File: src/ctc_pkg.sv
// Shared types and constants of the greedy CTC decoder.
package ctc_pkg;

  localparam int MAX_CLASSES = 8192;
  localparam int MAX_STEPS   = 256;
  localparam int SCORE_W     = 16;
  localparam int CFG_W       = 14;
  localparam int CLS_W       = 13;
  localparam int CNT_W       = 9;
  localparam int SUM_W       = 25;
  localparam int Q_DEPTH     = 4;
  localparam int Q_PTR_W     = $clog2(Q_DEPTH);
  localparam int Q_CNT_W     = $clog2(Q_DEPTH + 1);
  localparam int DIV_STEP_W  = $clog2(SUM_W);

  localparam logic [CFG_W-1:0] NUM_CLASSES_RST = CFG_W'(6625);
  localparam logic [CFG_W-1:0] NUM_LABELS_RST  = CFG_W'(6625);
  localparam logic [CFG_W-1:0] NO_WINNER       = '1;

  localparam logic CFG_IDX_NUM_CLASSES = 1'b0;
  localparam logic CFG_IDX_NUM_LABELS  = 1'b1;

  typedef enum logic [1:0] {
    KIND_CHAR  = 2'd0,
    KIND_DONE  = 2'd1,
    KIND_ERROR = 2'd2
  } kind_t;

  // One queue entry: an optional character or error result, then an
  // optional end-of-sequence request that still needs the mean worked out.
  typedef struct packed {
    logic                      has_first;
    kind_t                     first_kind;
    logic [CLS_W-1:0]          idx;
    logic [CNT_W-1:0]          first_cnt;
    logic                      has_done;
    logic signed [SUM_W-1:0]   sum;
    logic [CNT_W-1:0]          done_cnt;
  } ctc_entry_t;

endpackage

File: src/ctc_if.sv
// Valid/ready channel interfaces for score input and decoder results.
interface ctc_in_if;
  logic                                 valid;
  logic                                 ready;
  logic signed [ctc_pkg::SCORE_W-1:0]   class_score;
  logic                                 seq_end;

  modport source (output valid, class_score, seq_end, input ready);
  modport sink   (input valid, class_score, seq_end, output ready);
endinterface

interface ctc_out_if;
  logic                                 valid;
  logic                                 ready;
  ctc_pkg::kind_t                       kind;
  logic [ctc_pkg::CLS_W-1:0]            class_index;
  logic signed [ctc_pkg::SCORE_W-1:0]   avg_score;
  logic [ctc_pkg::CNT_W-1:0]            char_count;
  logic                                 last;

  modport source (output valid, kind, class_index, avg_score, char_count, last, input ready);
  modport sink   (input valid, kind, class_index, avg_score, char_count, last, output ready);
endinterface

File: src/ctc_greedy_decoder.sv
// Top level of the greedy CTC decoder: configuration registers, the two halves and the queue between them.
//
//  channel | dir | handshake          | payload
//  --------+-----+--------------------+---------------------------------------------
//  in_if   | in  | valid / ready      | class_score (s16 Q1.15), seq_end
//  out_if  | out | valid / ready      | kind, class_index, avg_score, char_count, last
//  cfg_*   | in  | cfg_we, no wait    | cfg_index (0 step size, 1 label count), cfg_wdata
//
//  Scores are taken one per cycle while the four-entry result queue has room.
//  A character or error result passes the result queue and the back-end state register
//  before it is offered on out_if; a sequence-done result also passes the serial divider.
//  Reset is synchronous; no clearing pass is needed afterward.
//  A stall on out_if backs up into the queue and then drops in_if.ready.
module ctc_greedy_decoder (
  input  logic                        clk,
  input  logic                        rst_n,
  ctc_in_if.sink                      in_if,
  ctc_out_if.source                   out_if,
  input  logic                        cfg_we,
  input  logic                        cfg_index,
  input  logic [ctc_pkg::CFG_W-1:0]   cfg_wdata
);
  import ctc_pkg::*;

  logic [CFG_W-1:0] step_size_r;
  logic [CFG_W-1:0] num_labels_r;
  logic             push;
  ctc_entry_t       push_entry;
  logic             pop;
  ctc_entry_t       pop_entry;
  logic             q_full;
  logic             q_empty;

  always_ff @(posedge clk) begin
    if (!rst_n) begin
      step_size_r  <= NUM_CLASSES_RST;
      num_labels_r <= NUM_LABELS_RST;
    end else if (cfg_we) begin
      if (cfg_index == CFG_IDX_NUM_CLASSES) begin
        step_size_r <= cfg_wdata;
      end else if (cfg_index == CFG_IDX_NUM_LABELS) begin
        num_labels_r <= cfg_wdata;
      end
    end
  end

  ctc_front u_front (
    .clk         (clk),
    .rst_n       (rst_n),
    .in_if       (in_if),
    .step_size   (step_size_r),
    .num_labels  (num_labels_r),
    .q_full      (q_full),
    .push        (push),
    .push_entry  (push_entry)
  );

  ctc_fifo u_fifo (
    .clk        (clk),
    .rst_n      (rst_n),
    .push       (push),
    .push_entry (push_entry),
    .pop        (pop),
    .pop_entry  (pop_entry),
    .full       (q_full),
    .empty      (q_empty)
  );

  ctc_back u_back (
    .clk     (clk),
    .rst_n   (rst_n),
    .q_empty (q_empty),
    .q_entry (pop_entry),
    .pop     (pop),
    .out_if  (out_if)
  );

endmodule

File: src/ctc_front.sv
// Front end: per-step argmax, collapse of repeats and blanks, error check, sums.
module ctc_front (
  input  logic                        clk,
  input  logic                        rst_n,
  ctc_in_if.sink                      in_if,
  input  logic [ctc_pkg::CFG_W-1:0]   step_size,
  input  logic [ctc_pkg::CFG_W-1:0]   num_labels,
  input  logic                        q_full,
  output logic                        push,
  output ctc_pkg::ctc_entry_t         push_entry
);
  import ctc_pkg::*;

  logic [CLS_W-1:0]          class_pos_r, class_pos_nxt;
  logic [CLS_W-1:0]          best_index_r, best_index_nxt;
  logic signed [SCORE_W-1:0] best_value_r, best_value_nxt;
  logic [CFG_W-1:0]          prev_winner_r, prev_winner_nxt;
  logic signed [SUM_W-1:0]   score_sum_r, score_sum_nxt;
  logic [CNT_W-1:0]          emit_count_r, emit_count_nxt;
  logic                      error_seen_r, error_seen_nxt;

  logic                      accept;
  logic [CFG_W-1:0]          eff;
  logic [CFG_W-1:0]          pos_inc;
  logic                      take;
  logic [CLS_W-1:0]          cand_idx;
  logic signed [SCORE_W-1:0] cand_val;
  logic                      step_end;
  logic                      new_char;
  logic                      is_err;

  assign in_if.ready = !q_full;
  assign accept      = in_if.valid && in_if.ready;

  always_comb begin
    if (step_size == '0) begin
      eff = CFG_W'(1);
    end else if (step_size > CFG_W'(MAX_CLASSES)) begin
      eff = CFG_W'(MAX_CLASSES);
    end else begin
      eff = step_size;
    end
  end

  assign pos_inc  = CFG_W'(class_pos_r) + CFG_W'(1);
  assign take     = (class_pos_r == '0) || (in_if.class_score > best_value_r);
  assign cand_idx = take ? class_pos_r : best_index_r;
  assign cand_val = take ? in_if.class_score : best_value_r;
  assign step_end = (pos_inc >= eff) || in_if.seq_end;
  assign new_char = (cand_idx != '0) && (CFG_W'(cand_idx) != prev_winner_r);
  assign is_err   = new_char && (CFG_W'(cand_idx) >= num_labels);

  always_comb begin
    class_pos_nxt   = class_pos_r;
    best_index_nxt  = best_index_r;
    best_value_nxt  = best_value_r;
    prev_winner_nxt = prev_winner_r;
    score_sum_nxt   = score_sum_r;
    emit_count_nxt  = emit_count_r;
    error_seen_nxt  = error_seen_r;
    push            = 1'b0;
    push_entry      = '0;

    if (accept) begin
      if (error_seen_r) begin
        // drop scores until the sequence closes
        if (in_if.seq_end) begin
          error_seen_nxt = 1'b0;
        end
      end else begin
        best_index_nxt = cand_idx;
        best_value_nxt = cand_val;
        if (step_end && is_err) begin
          push                  = 1'b1;
          push_entry.has_first  = 1'b1;
          push_entry.first_kind = KIND_ERROR;
          push_entry.idx        = cand_idx;
          push_entry.first_cnt  = emit_count_r;
          if (!in_if.seq_end) begin
            error_seen_nxt = 1'b1;
          end
        end else if (step_end) begin
          if (new_char) begin
            if (emit_count_r < CNT_W'(MAX_STEPS)) begin
              score_sum_nxt  = score_sum_r + SUM_W'(cand_val);
              emit_count_nxt = emit_count_r + CNT_W'(1);
            end
            push                  = 1'b1;
            push_entry.has_first  = 1'b1;
            push_entry.first_kind = KIND_CHAR;
            push_entry.idx        = cand_idx;
            push_entry.first_cnt  = emit_count_nxt;
          end
          prev_winner_nxt = CFG_W'(cand_idx);
          class_pos_nxt   = '0;
        end else begin
          class_pos_nxt = pos_inc[CLS_W-1:0];
        end

        if (in_if.seq_end && !is_err) begin
          push                = 1'b1;
          push_entry.has_done = 1'b1;
          push_entry.sum      = score_sum_nxt;
          push_entry.done_cnt = emit_count_nxt;
        end
      end

      // start a fresh sequence after the closing score
      if (in_if.seq_end) begin
        class_pos_nxt   = '0;
        best_index_nxt  = '0;
        best_value_nxt  = '0;
        prev_winner_nxt = NO_WINNER;
        score_sum_nxt   = '0;
        emit_count_nxt  = '0;
        error_seen_nxt  = 1'b0;
      end
    end
  end

  always_ff @(posedge clk) begin
    if (!rst_n) begin
      class_pos_r   <= '0;
      best_index_r  <= '0;
      best_value_r  <= '0;
      prev_winner_r <= NO_WINNER;
      score_sum_r   <= '0;
      emit_count_r  <= '0;
      error_seen_r  <= 1'b0;
    end else begin
      class_pos_r   <= class_pos_nxt;
      best_index_r  <= best_index_nxt;
      best_value_r  <= best_value_nxt;
      prev_winner_r <= prev_winner_nxt;
      score_sum_r   <= score_sum_nxt;
      emit_count_r  <= emit_count_nxt;
      error_seen_r  <= error_seen_nxt;
    end
  end

  a_err_silent: assert property (@(posedge clk) disable iff (!rst_n)
    error_seen_r |-> !push)
    else $error("result queued while dropping an errored sequence");

  a_count_cap: assert property (@(posedge clk) disable iff (!rst_n)
    emit_count_r <= CNT_W'(MAX_STEPS))
    else $error("character count passed its cap");

  a_push_on_accept: assert property (@(posedge clk) disable iff (!rst_n)
    push |-> accept)
    else $error("result queued without a score transfer");

endmodule

File: src/ctc_fifo.sv
// Short queue of result entries between the front and back ends.
module ctc_fifo (
  input  logic                 clk,
  input  logic                 rst_n,
  input  logic                 push,
  input  ctc_pkg::ctc_entry_t  push_entry,
  input  logic                 pop,
  output ctc_pkg::ctc_entry_t  pop_entry,
  output logic                 full,
  output logic                 empty
);
  import ctc_pkg::*;

  ctc_entry_t           mem_r [Q_DEPTH];
  logic [Q_PTR_W-1:0]   wr_ptr_r, rd_ptr_r;
  logic [Q_CNT_W-1:0]   count_r;

  assign full      = (count_r == Q_CNT_W'(Q_DEPTH));
  assign empty     = (count_r == '0);
  assign pop_entry = mem_r[rd_ptr_r];

  always_ff @(posedge clk) begin
    if (push) begin
      mem_r[wr_ptr_r] <= push_entry;
    end
  end

  always_ff @(posedge clk) begin
    if (!rst_n) begin
      wr_ptr_r <= '0;
      rd_ptr_r <= '0;
      count_r  <= '0;
    end else begin
      if (push) begin
        wr_ptr_r <= wr_ptr_r + Q_PTR_W'(1);
      end
      if (pop) begin
        rd_ptr_r <= rd_ptr_r + Q_PTR_W'(1);
      end
      if (push && !pop) begin
        count_r <= count_r + Q_CNT_W'(1);
      end else if (pop && !push) begin
        count_r <= count_r - Q_CNT_W'(1);
      end
    end
  end

  a_no_overflow: assert property (@(posedge clk) disable iff (!rst_n)
    push |-> (!full || pop))
    else $error("entry pushed into a full queue");

  a_no_underflow: assert property (@(posedge clk) disable iff (!rst_n)
    pop |-> !empty)
    else $error("entry popped from an empty queue");

  a_fill_step: assert property (@(posedge clk) disable iff (!rst_n)
    (push && !pop) |=> count_r == $past(count_r) + Q_CNT_W'(1))
    else $error("queue fill level did not advance on push");

endmodule

File: src/ctc_back.sv
// Back end: presents results and works out the mean score with a serial divider.
module ctc_back (
  input  logic                 clk,
  input  logic                 rst_n,
  input  logic                 q_empty,
  input  ctc_pkg::ctc_entry_t  q_entry,
  output logic                 pop,
  ctc_out_if.source            out_if
);
  import ctc_pkg::*;

  typedef enum logic [3:0] {
    ST_IDLE  = 4'b0001,
    ST_FIRST = 4'b0010,
    ST_DIV   = 4'b0100,
    ST_DONE  = 4'b1000
  } back_state_t;

  back_state_t               state_r, state_nxt;
  ctc_entry_t                ent_r, ent_nxt;
  logic [SUM_W-1:0]          quo_r, quo_nxt;
  logic [CNT_W-1:0]          rem_r, rem_nxt;
  logic [DIV_STEP_W-1:0]     step_r, step_nxt;
  logic                      neg_r, neg_nxt;
  logic signed [SCORE_W-1:0] avg_r, avg_nxt;

  logic                      fire;
  logic                      finishing;
  logic                      div_start;
  logic signed [SUM_W-1:0]   start_sum;
  logic [CNT_W:0]            trial;
  logic                      q_bit;
  logic [SCORE_W-1:0]        q_mag;

  assign fire      = out_if.valid && out_if.ready;
  assign finishing = (state_r == ST_IDLE)
                  || ((state_r == ST_FIRST) && fire && !ent_r.has_done)
                  || ((state_r == ST_DONE) && fire);
  assign pop       = finishing && !q_empty;

  // one quotient bit per cycle, restoring
  assign trial = {rem_r, quo_r[SUM_W-1]};
  assign q_bit = (trial >= {1'b0, ent_r.done_cnt});
  assign q_mag = {quo_r[SCORE_W-2:0], q_bit};

  always_comb begin
    state_nxt = state_r;
    ent_nxt   = ent_r;
    quo_nxt   = quo_r;
    rem_nxt   = rem_r;
    step_nxt  = step_r;
    neg_nxt   = neg_r;
    avg_nxt   = avg_r;
    div_start = 1'b0;
    start_sum = ent_r.sum;

    unique case (state_r)
      ST_IDLE, ST_DONE: begin
        if (finishing) begin
          if (!q_empty) begin
            ent_nxt = q_entry;
            if (q_entry.has_first) begin
              state_nxt = ST_FIRST;
            end else begin
              div_start = 1'b1;
              start_sum = q_entry.sum;
            end
          end else begin
            state_nxt = ST_IDLE;
          end
        end
      end
      ST_FIRST: begin
        if (fire) begin
          if (ent_r.has_done) begin
            div_start = 1'b1;
          end else if (!q_empty) begin
            ent_nxt = q_entry;
            if (q_entry.has_first) begin
              state_nxt = ST_FIRST;
            end else begin
              div_start = 1'b1;
              start_sum = q_entry.sum;
            end
          end else begin
            state_nxt = ST_IDLE;
          end
        end
      end
      ST_DIV: begin
        quo_nxt  = {quo_r[SUM_W-2:0], q_bit};
        rem_nxt  = q_bit ? CNT_W'(trial - {1'b0, ent_r.done_cnt}) : trial[CNT_W-1:0];
        step_nxt = step_r + DIV_STEP_W'(1);
        if (step_r == DIV_STEP_W'(SUM_W - 1)) begin
          state_nxt = ST_DONE;
          if (ent_r.done_cnt == '0) begin
            avg_nxt = '0;
          end else if (neg_r) begin
            avg_nxt = -$signed(q_mag);
          end else begin
            avg_nxt = $signed(q_mag);
          end
        end
      end
      default: begin
        state_nxt = ST_IDLE;
      end
    endcase

    if (div_start) begin
      state_nxt = ST_DIV;
      neg_nxt   = start_sum[SUM_W-1];
      quo_nxt   = start_sum[SUM_W-1] ? (~start_sum + SUM_W'(1)) : start_sum;
      rem_nxt   = '0;
      step_nxt  = '0;
    end
  end

  always_ff @(posedge clk) begin
    if (!rst_n) begin
      state_r <= ST_IDLE;
    end else begin
      state_r <= state_nxt;
    end
  end

  always_ff @(posedge clk) begin
    ent_r  <= ent_nxt;
    quo_r  <= quo_nxt;
    rem_r  <= rem_nxt;
    step_r <= step_nxt;
    neg_r  <= neg_nxt;
    avg_r  <= avg_nxt;
  end

  assign out_if.valid       = (state_r == ST_FIRST) || (state_r == ST_DONE);
  assign out_if.kind        = (state_r == ST_FIRST) ? ent_r.first_kind : KIND_DONE;
  assign out_if.class_index = (state_r == ST_FIRST) ? ent_r.idx : '0;
  assign out_if.avg_score   = (state_r == ST_DONE) ? avg_r : '0;
  assign out_if.char_count  = (state_r == ST_FIRST) ? ent_r.first_cnt : ent_r.done_cnt;
  assign out_if.last        = (state_r == ST_FIRST) ? (ent_r.first_kind == KIND_ERROR)
                                                    : 1'b1;

  a_div_exit: assert property (@(posedge clk) disable iff (!rst_n)
    state_r == ST_DIV |=> (state_r == ST_DIV || state_r == ST_DONE))
    else $error("divider left before its result was ready");

  a_div_len: assert property (@(posedge clk) disable iff (!rst_n)
    (state_r == ST_DIV && step_r != DIV_STEP_W'(SUM_W - 1)) |=> state_r == ST_DIV)
    else $error("divider stopped early");

  a_no_pop_busy: assert property (@(posedge clk) disable iff (!rst_n)
    state_r == ST_DIV |-> !pop)
    else $error("queue popped while dividing");

endmodule
File: src/flat_wrapper.sv
// flat-port wrapper written by rule: the top's interface ports become plain ports
module ctc_greedy_decoder_flat import ctc_pkg::*;
  (clk, rst_n, cfg_we, cfg_index, cfg_wdata, in_if_valid, in_if_class_score, in_if_seq_end, in_if_ready, out_if_valid, out_if_kind, out_if_class_index, out_if_avg_score, out_if_char_count, out_if_last, out_if_ready);
  ctc_in_if in_if_i ();
  ctc_out_if out_if_i ();
  input  logic clk;
  input  logic rst_n;
  input  logic cfg_we;
  input  logic cfg_index;
  input  logic [ctc_pkg::CFG_W-1:0] cfg_wdata;
  input wire logic [$bits(in_if_i.valid)-1:0] in_if_valid;
  input wire logic [$bits(in_if_i.class_score)-1:0] in_if_class_score;
  input wire logic [$bits(in_if_i.seq_end)-1:0] in_if_seq_end;
  output wire logic [$bits(in_if_i.ready)-1:0] in_if_ready;
  output wire logic [$bits(out_if_i.valid)-1:0] out_if_valid;
  output wire logic [$bits(out_if_i.kind)-1:0] out_if_kind;
  output wire logic [$bits(out_if_i.class_index)-1:0] out_if_class_index;
  output wire logic [$bits(out_if_i.avg_score)-1:0] out_if_avg_score;
  output wire logic [$bits(out_if_i.char_count)-1:0] out_if_char_count;
  output wire logic [$bits(out_if_i.last)-1:0] out_if_last;
  input wire logic [$bits(out_if_i.ready)-1:0] out_if_ready;
  assign in_if_i.valid = in_if_valid;
  assign in_if_i.class_score = in_if_class_score;
  assign in_if_i.seq_end = in_if_seq_end;
  assign in_if_ready = in_if_i.ready;
  assign out_if_valid = out_if_i.valid;
  assign out_if_kind = out_if_i.kind;
  assign out_if_class_index = out_if_i.class_index;
  assign out_if_avg_score = out_if_i.avg_score;
  assign out_if_char_count = out_if_i.char_count;
  assign out_if_last = out_if_i.last;
  assign out_if_i.ready = out_if_ready;
  ctc_greedy_decoder u_core (.clk(clk), .rst_n(rst_n), .in_if(in_if_i), .out_if(out_if_i), .cfg_we(cfg_we), .cfg_index(cfg_index), .cfg_wdata(cfg_wdata));
endmodule
File: config.mk
export PLATFORM = sky130hd
export DESIGN_NAME = ctc_greedy_decoder_flat
export DESIGN_NICKNAME = d
export VERILOG_FILES = /design/src/ctc_pkg.sv /design/src/ctc_if.sv /design/src/ctc_greedy_decoder.sv /design/src/ctc_front.sv /design/src/ctc_fifo.sv /design/src/ctc_back.sv /design/src/flat_wrapper.sv
export SDC_FILE = /design/constraint.sdc
export NUM_CORES = 1
export LEC_CHECK = 0
export ABC_AREA = 0
export ABC_CLOCK_PERIOD_IN_PS = 8010
export BUFFER_PORTS_ARGS = -buffer_cell sky130_fd_sc_hd__buf_2
export CAP_MARGIN = 15
export CORE_UTILIZATION = 35
export CTS_CLUSTER_SIZE = 40
export DETAILED_ROUTE_END_ITERATION = 10
export HOLD_SLACK_MARGIN = 0.1
export PLACE_DENSITY = 0.59
export SYNTH_ARGS = -nofsm -noshare
export SYNTH_HDL_FRONTEND = slang
export SYNTH_HIERARCHICAL = 1
export SYNTH_SLANG_ARGS = --single-unit
File: constraint.sdc
create_clock -name clk -period 8.01 [get_ports clk]
set_input_delay 2.403 -clock clk [delete_from_list [all_inputs] [get_ports clk]]
set_output_delay 2.403 -clock clk [all_outputs]
set_load 0.01 [all_outputs]
==> qor.yml <==
final_layout:
  layout-drive-gt1-share_pct: 14.7
  fin_nets: 2324
  multi_input_comb_area_mm2: 0.0109
  syn_to_final_growth_pct: 11.7
  n_fill_cell: 6744
  num_antenna_cells: 0
  post-route-util_pct: 39.7
  seq_area_mm2: 0.0132
synth:
  synthAdderAreaFrac_pct: 4.74
  postSynthAreaPerCell_um2: 11.7
  synth.area.top_cells: "edfxtp_1 41%, dfxtp_1 12%, mux4_2 5.4%, ha_1 4.5%, mux2i_1 3.2%"
  synthSimpleGateAreaFrac_pct: 15.1
  synth_compound_area_share_pct: 9.65
  synth_top_cell_by_area: "edfxtp_1"
  synth_top_family_by_area: "simple AND/OR/NAND/NOR gates"
  synth.most_common_cell: "edfxtp_1"
  synth_mux_area_share_pct: 9.81
  synthArstFlopShare_pct: 0
  syn_area_mm2: 0.0250
  synth_edf_count: 341
  synth_ff_type: "edfxtp_1"
  synth.distinct_cells: 82
  synthCells: 2134
  seq_area_frac_synth_pct: 52.6
  synth_seq_cells: 487
  synth_top_area_share_pct: 40.9
  synth_nets: 2264
  ys_warn_count: 6
  yosys-top-cells-count: "341 x edfxtp_1, 146 x dfxtp_1, 140 x nor2_1, 135 x nand2_1, 109 x nor2b_1"
  synthXorXnorAreaFrac_pct: 3.89
setup_path:
  arrival_ns: 7.81
  timing.rr.end: "u_core/u_fifo/mem_r[3][33]"
  r2r_slack_ns: 1.93
  cp_max_fo: 15
  path_depth: 21
  crit_buf_inv: 2
  worstSetupStartpoint: "in_if_class_score[11]"
  reg2reg_depth: 22
  crit_family: "compound AO/OA/AOI/OAI gates"
  end_kind: "flop"
  cp-start-kind: "input pin"
  worstPathCellList: "buf_2 > ha_1 > a21oi_1 > o21ai_1 > a221oi_1 > nand3_2 > a31oi_4 > buf_4 > mux2_2 > ha_1 > nand3_1 > o211ai_1 > o41ai_1 > o21ai_0 > a211o_1 > a21o_1 > a31oi_1 > nor3_1 > o311ai_0 > mux2i_1 > nor2_1"
  cpMaxStageDelayCell: "o311ai_0"
  cpMostUsedCell: "ha_1"
  reg2reg_from: "u_core/u_front/class_pos_r[0]"
  critical_path_class: "in2reg"
  critPathMaxStageDelay_ns: 0.59
  cp-endpoint: "u_core/u_fifo/mem_r[3][32]"
  required_ns: 8.42
detailed_routing:
  drtIter0Drc: 1347
  drc: 0
  vias: 16737
  drtAntennaViolNets: 0
  post_drt_wl_per_cell_um: 18.5
  firstDrtPassIters: 5
  vias_per_cell: 5.27
  drt_wl_total_mm: 58.7
placement:
  hpwlAfterDp_mm: 40.6
  port_buffers: 79
  place_congestion: 0.888
  pre_cts_slack_ns: 0.0257
timing:
  worst_slew_pin_slew_ns: 1.09
  finalSetupViolCount: 0
  hold_violations: 0
  slew-limit-headroom_pct: 27.5
  period_share_pct: 92.5
  rsz0062_at_grt: "no"
  drv_slew: 0
  period_minus_slack_ns: 7.41
  skew_ns: 0.0319
  tns_ns: 0
  timing.fmax_mhz: 135
  final_critical_path_setup_slack_ns: 0.602
power:
  peakVddDrop_mv: 0.257
  p_leak_nw: 10.7
  cellPowerDensity_mw_per_mm2: 300
global_routing:
  grt_util_all_layers_pct: 16.0
  overflow: 0
  grt_max_degree: 77
  grt_pass1_wl_mm: 93.6
  grt_pass1_vias: 16548
  grt_antenna_before_repair: 0
clock_network:
  ctsHoldBuffers: 0
  cts_tree: "built"
  htreeDepth: 2
  root_buffer: "clkbuf_16"
  clkLatencyLatePin_ns: 0.61
  clock_sinks: 487
  post_cts.repair.setup_buffers: 0
  cts_resized: 0
  clockBufferDepth: 3
  cts_made_buffers: 51
  clk_pin_slew_ns: 0.06
floorplanning:
  initial_core_util_pct: 35.5
  die-width_um: 269
  coreArea_mm2: 0.0704
  rows: 97
  fp.dieH_um: 269
  io_pins: 80
  die_area_mm2: 0.0725
outcome:
  outcome: "finished clean"
job:
  max_cap_viol_count: 0
worst_hold_path:
  hold_path.class: "reg2reg"
## metrics by stage
step | cells | hold slack (ns) | power, mW | cell area [µm²]
after detailed placement | 3079 | 0.455 | 6.17 | 26300
after CTS | 3172 | 0.465 | 8.47 | 27900
final | 3174 | 0.461 | 8.38 | 28000
after floorplan | 2134 | 0.435 | 5.48 | 25000
after global routing | 3174 | 0.497 | 8.87 | 28000
after global placement | 3079 | 0.455 | 6.11 | 26300
## area by class of cell
type | instances | share of cell area [%]
sequential | 487 | 47.1
clock inverter | 24 | 0.658
tap | 940 | 4.21
multi-input combinational | 1427 | 38.9
clock buffer | 69 | 5.00
timing repair buffer | 124 | 2.77
inverter | 103 | 1.38
## worst min-delay path by stage
| stage | endpoint | from | cells past startpoint | slack [ns] |
|---|---|---|---|---|
| 4_1_cts | u_core/num_labels_r[4] | u_core/num_labels_r[4] | 2 | 0.46 |
| 3_3_place_gp | u_core/num_labels_r[4] | u_core/num_labels_r[4] | 2 | 0.45 |
| 5_1_grt | u_core/step_size_r[9] | u_core/step_size_r[9] | 2 | 0.50 |
| 2_1_floorplan | u_core/num_labels_r[10] | u_core/num_labels_r[10] | 2 | 0.43 |
| 3_5_place_dp | u_core/num_labels_r[4] | u_core/num_labels_r[4] | 2 | 0.46 |
| 6_report | u_core/num_labels_r[1] | u_core/num_labels_r[1] | 2 | 0.46 |
## registers in the layout (all words and copies together), names as in the netlist, 3 cells and up, named ones only
register                      count
u_core/step_size_r               14
u_core/u_front/best_value_r      16
u_core/u_front/emit_count_r       9
u_core/u_back/avg_r              16
u_core/u_fifo/count_r             3
u_core/u_front/class_pos_r       13
u_core/u_front/score_sum_r       25
u_core/u_back/quo_r              25
u_core/u_front/best_index_r      13
u_core/u_back/rem_r               9
u_core/u_fifo/mem_r             240
u_core/num_labels_r              14
u_core/u_back/step_r              5
u_core/u_back/ent_r              59
u_core/u_back/state_r             4
u_core/u_front/prev_winner_r     14
## placed cells by master, fill, tap and decap left out, types with 19 or more instances in the layout
cell,n
mux2i_1,81
a21o_1,22
nand4_1,22
a21oi_1,50
o21ai_0,80
clkbuf_16,53
ha_1,90
xor2_1,68
a22oi_1,26
o211ai_1,22
mux4_2,60
nor3_1,44
nor2b_1,108
nor4_1,19
xnor2_1,43
nand2_1,135
and2_1,59
a32o_1,25
dfxtp_1,144
inv_1,101
edfxtp_1,341
nor2_1,140
mux2_2,26
nand3_1,50
buf_2,78
buf_4,43
## logic make-up (layout without fill, tap and decap cells)
family	after synthesis	in the layout
AOI/OAI and AO/OA	348	348
xor gates and xnor gates	111	111
adders and majority gates	93	93
buffers and inverters	220	320
DFF	487	487
muxes	167	167
other	1	1
and+or+nand+nor	707	707
## tightest hold or removal path, stage by stage, from the launching register on
cell and delay, ns:
dfxtp_1 0.31, nand2_1 0.05, mux2i_1 0.06
## metal layers
metal / vias to the layer above / global-route usage (%) / part of all wire (%)
met5: - / 0 / 0
met4: 0 / 4.86 / 2.4
met3: 81 / 2.26 / 4.7
met2: 404 / 25.4 / 45
met1: 8208 / 22.6 / 48
li1: 8044 / - / -
## power breakdown
part / total (mW) / switching (mW) / leakage [nW] / internal [mW]
sequential: 3.57 / 0.304 / 4.58 / 3.26
combinational: 2.53 / 1.50 / 5.37 / 1.04
clock: 2.28 / 0.991 / 0.758 / 1.29
No activity file was read; power rests on OpenSTA's default activity.
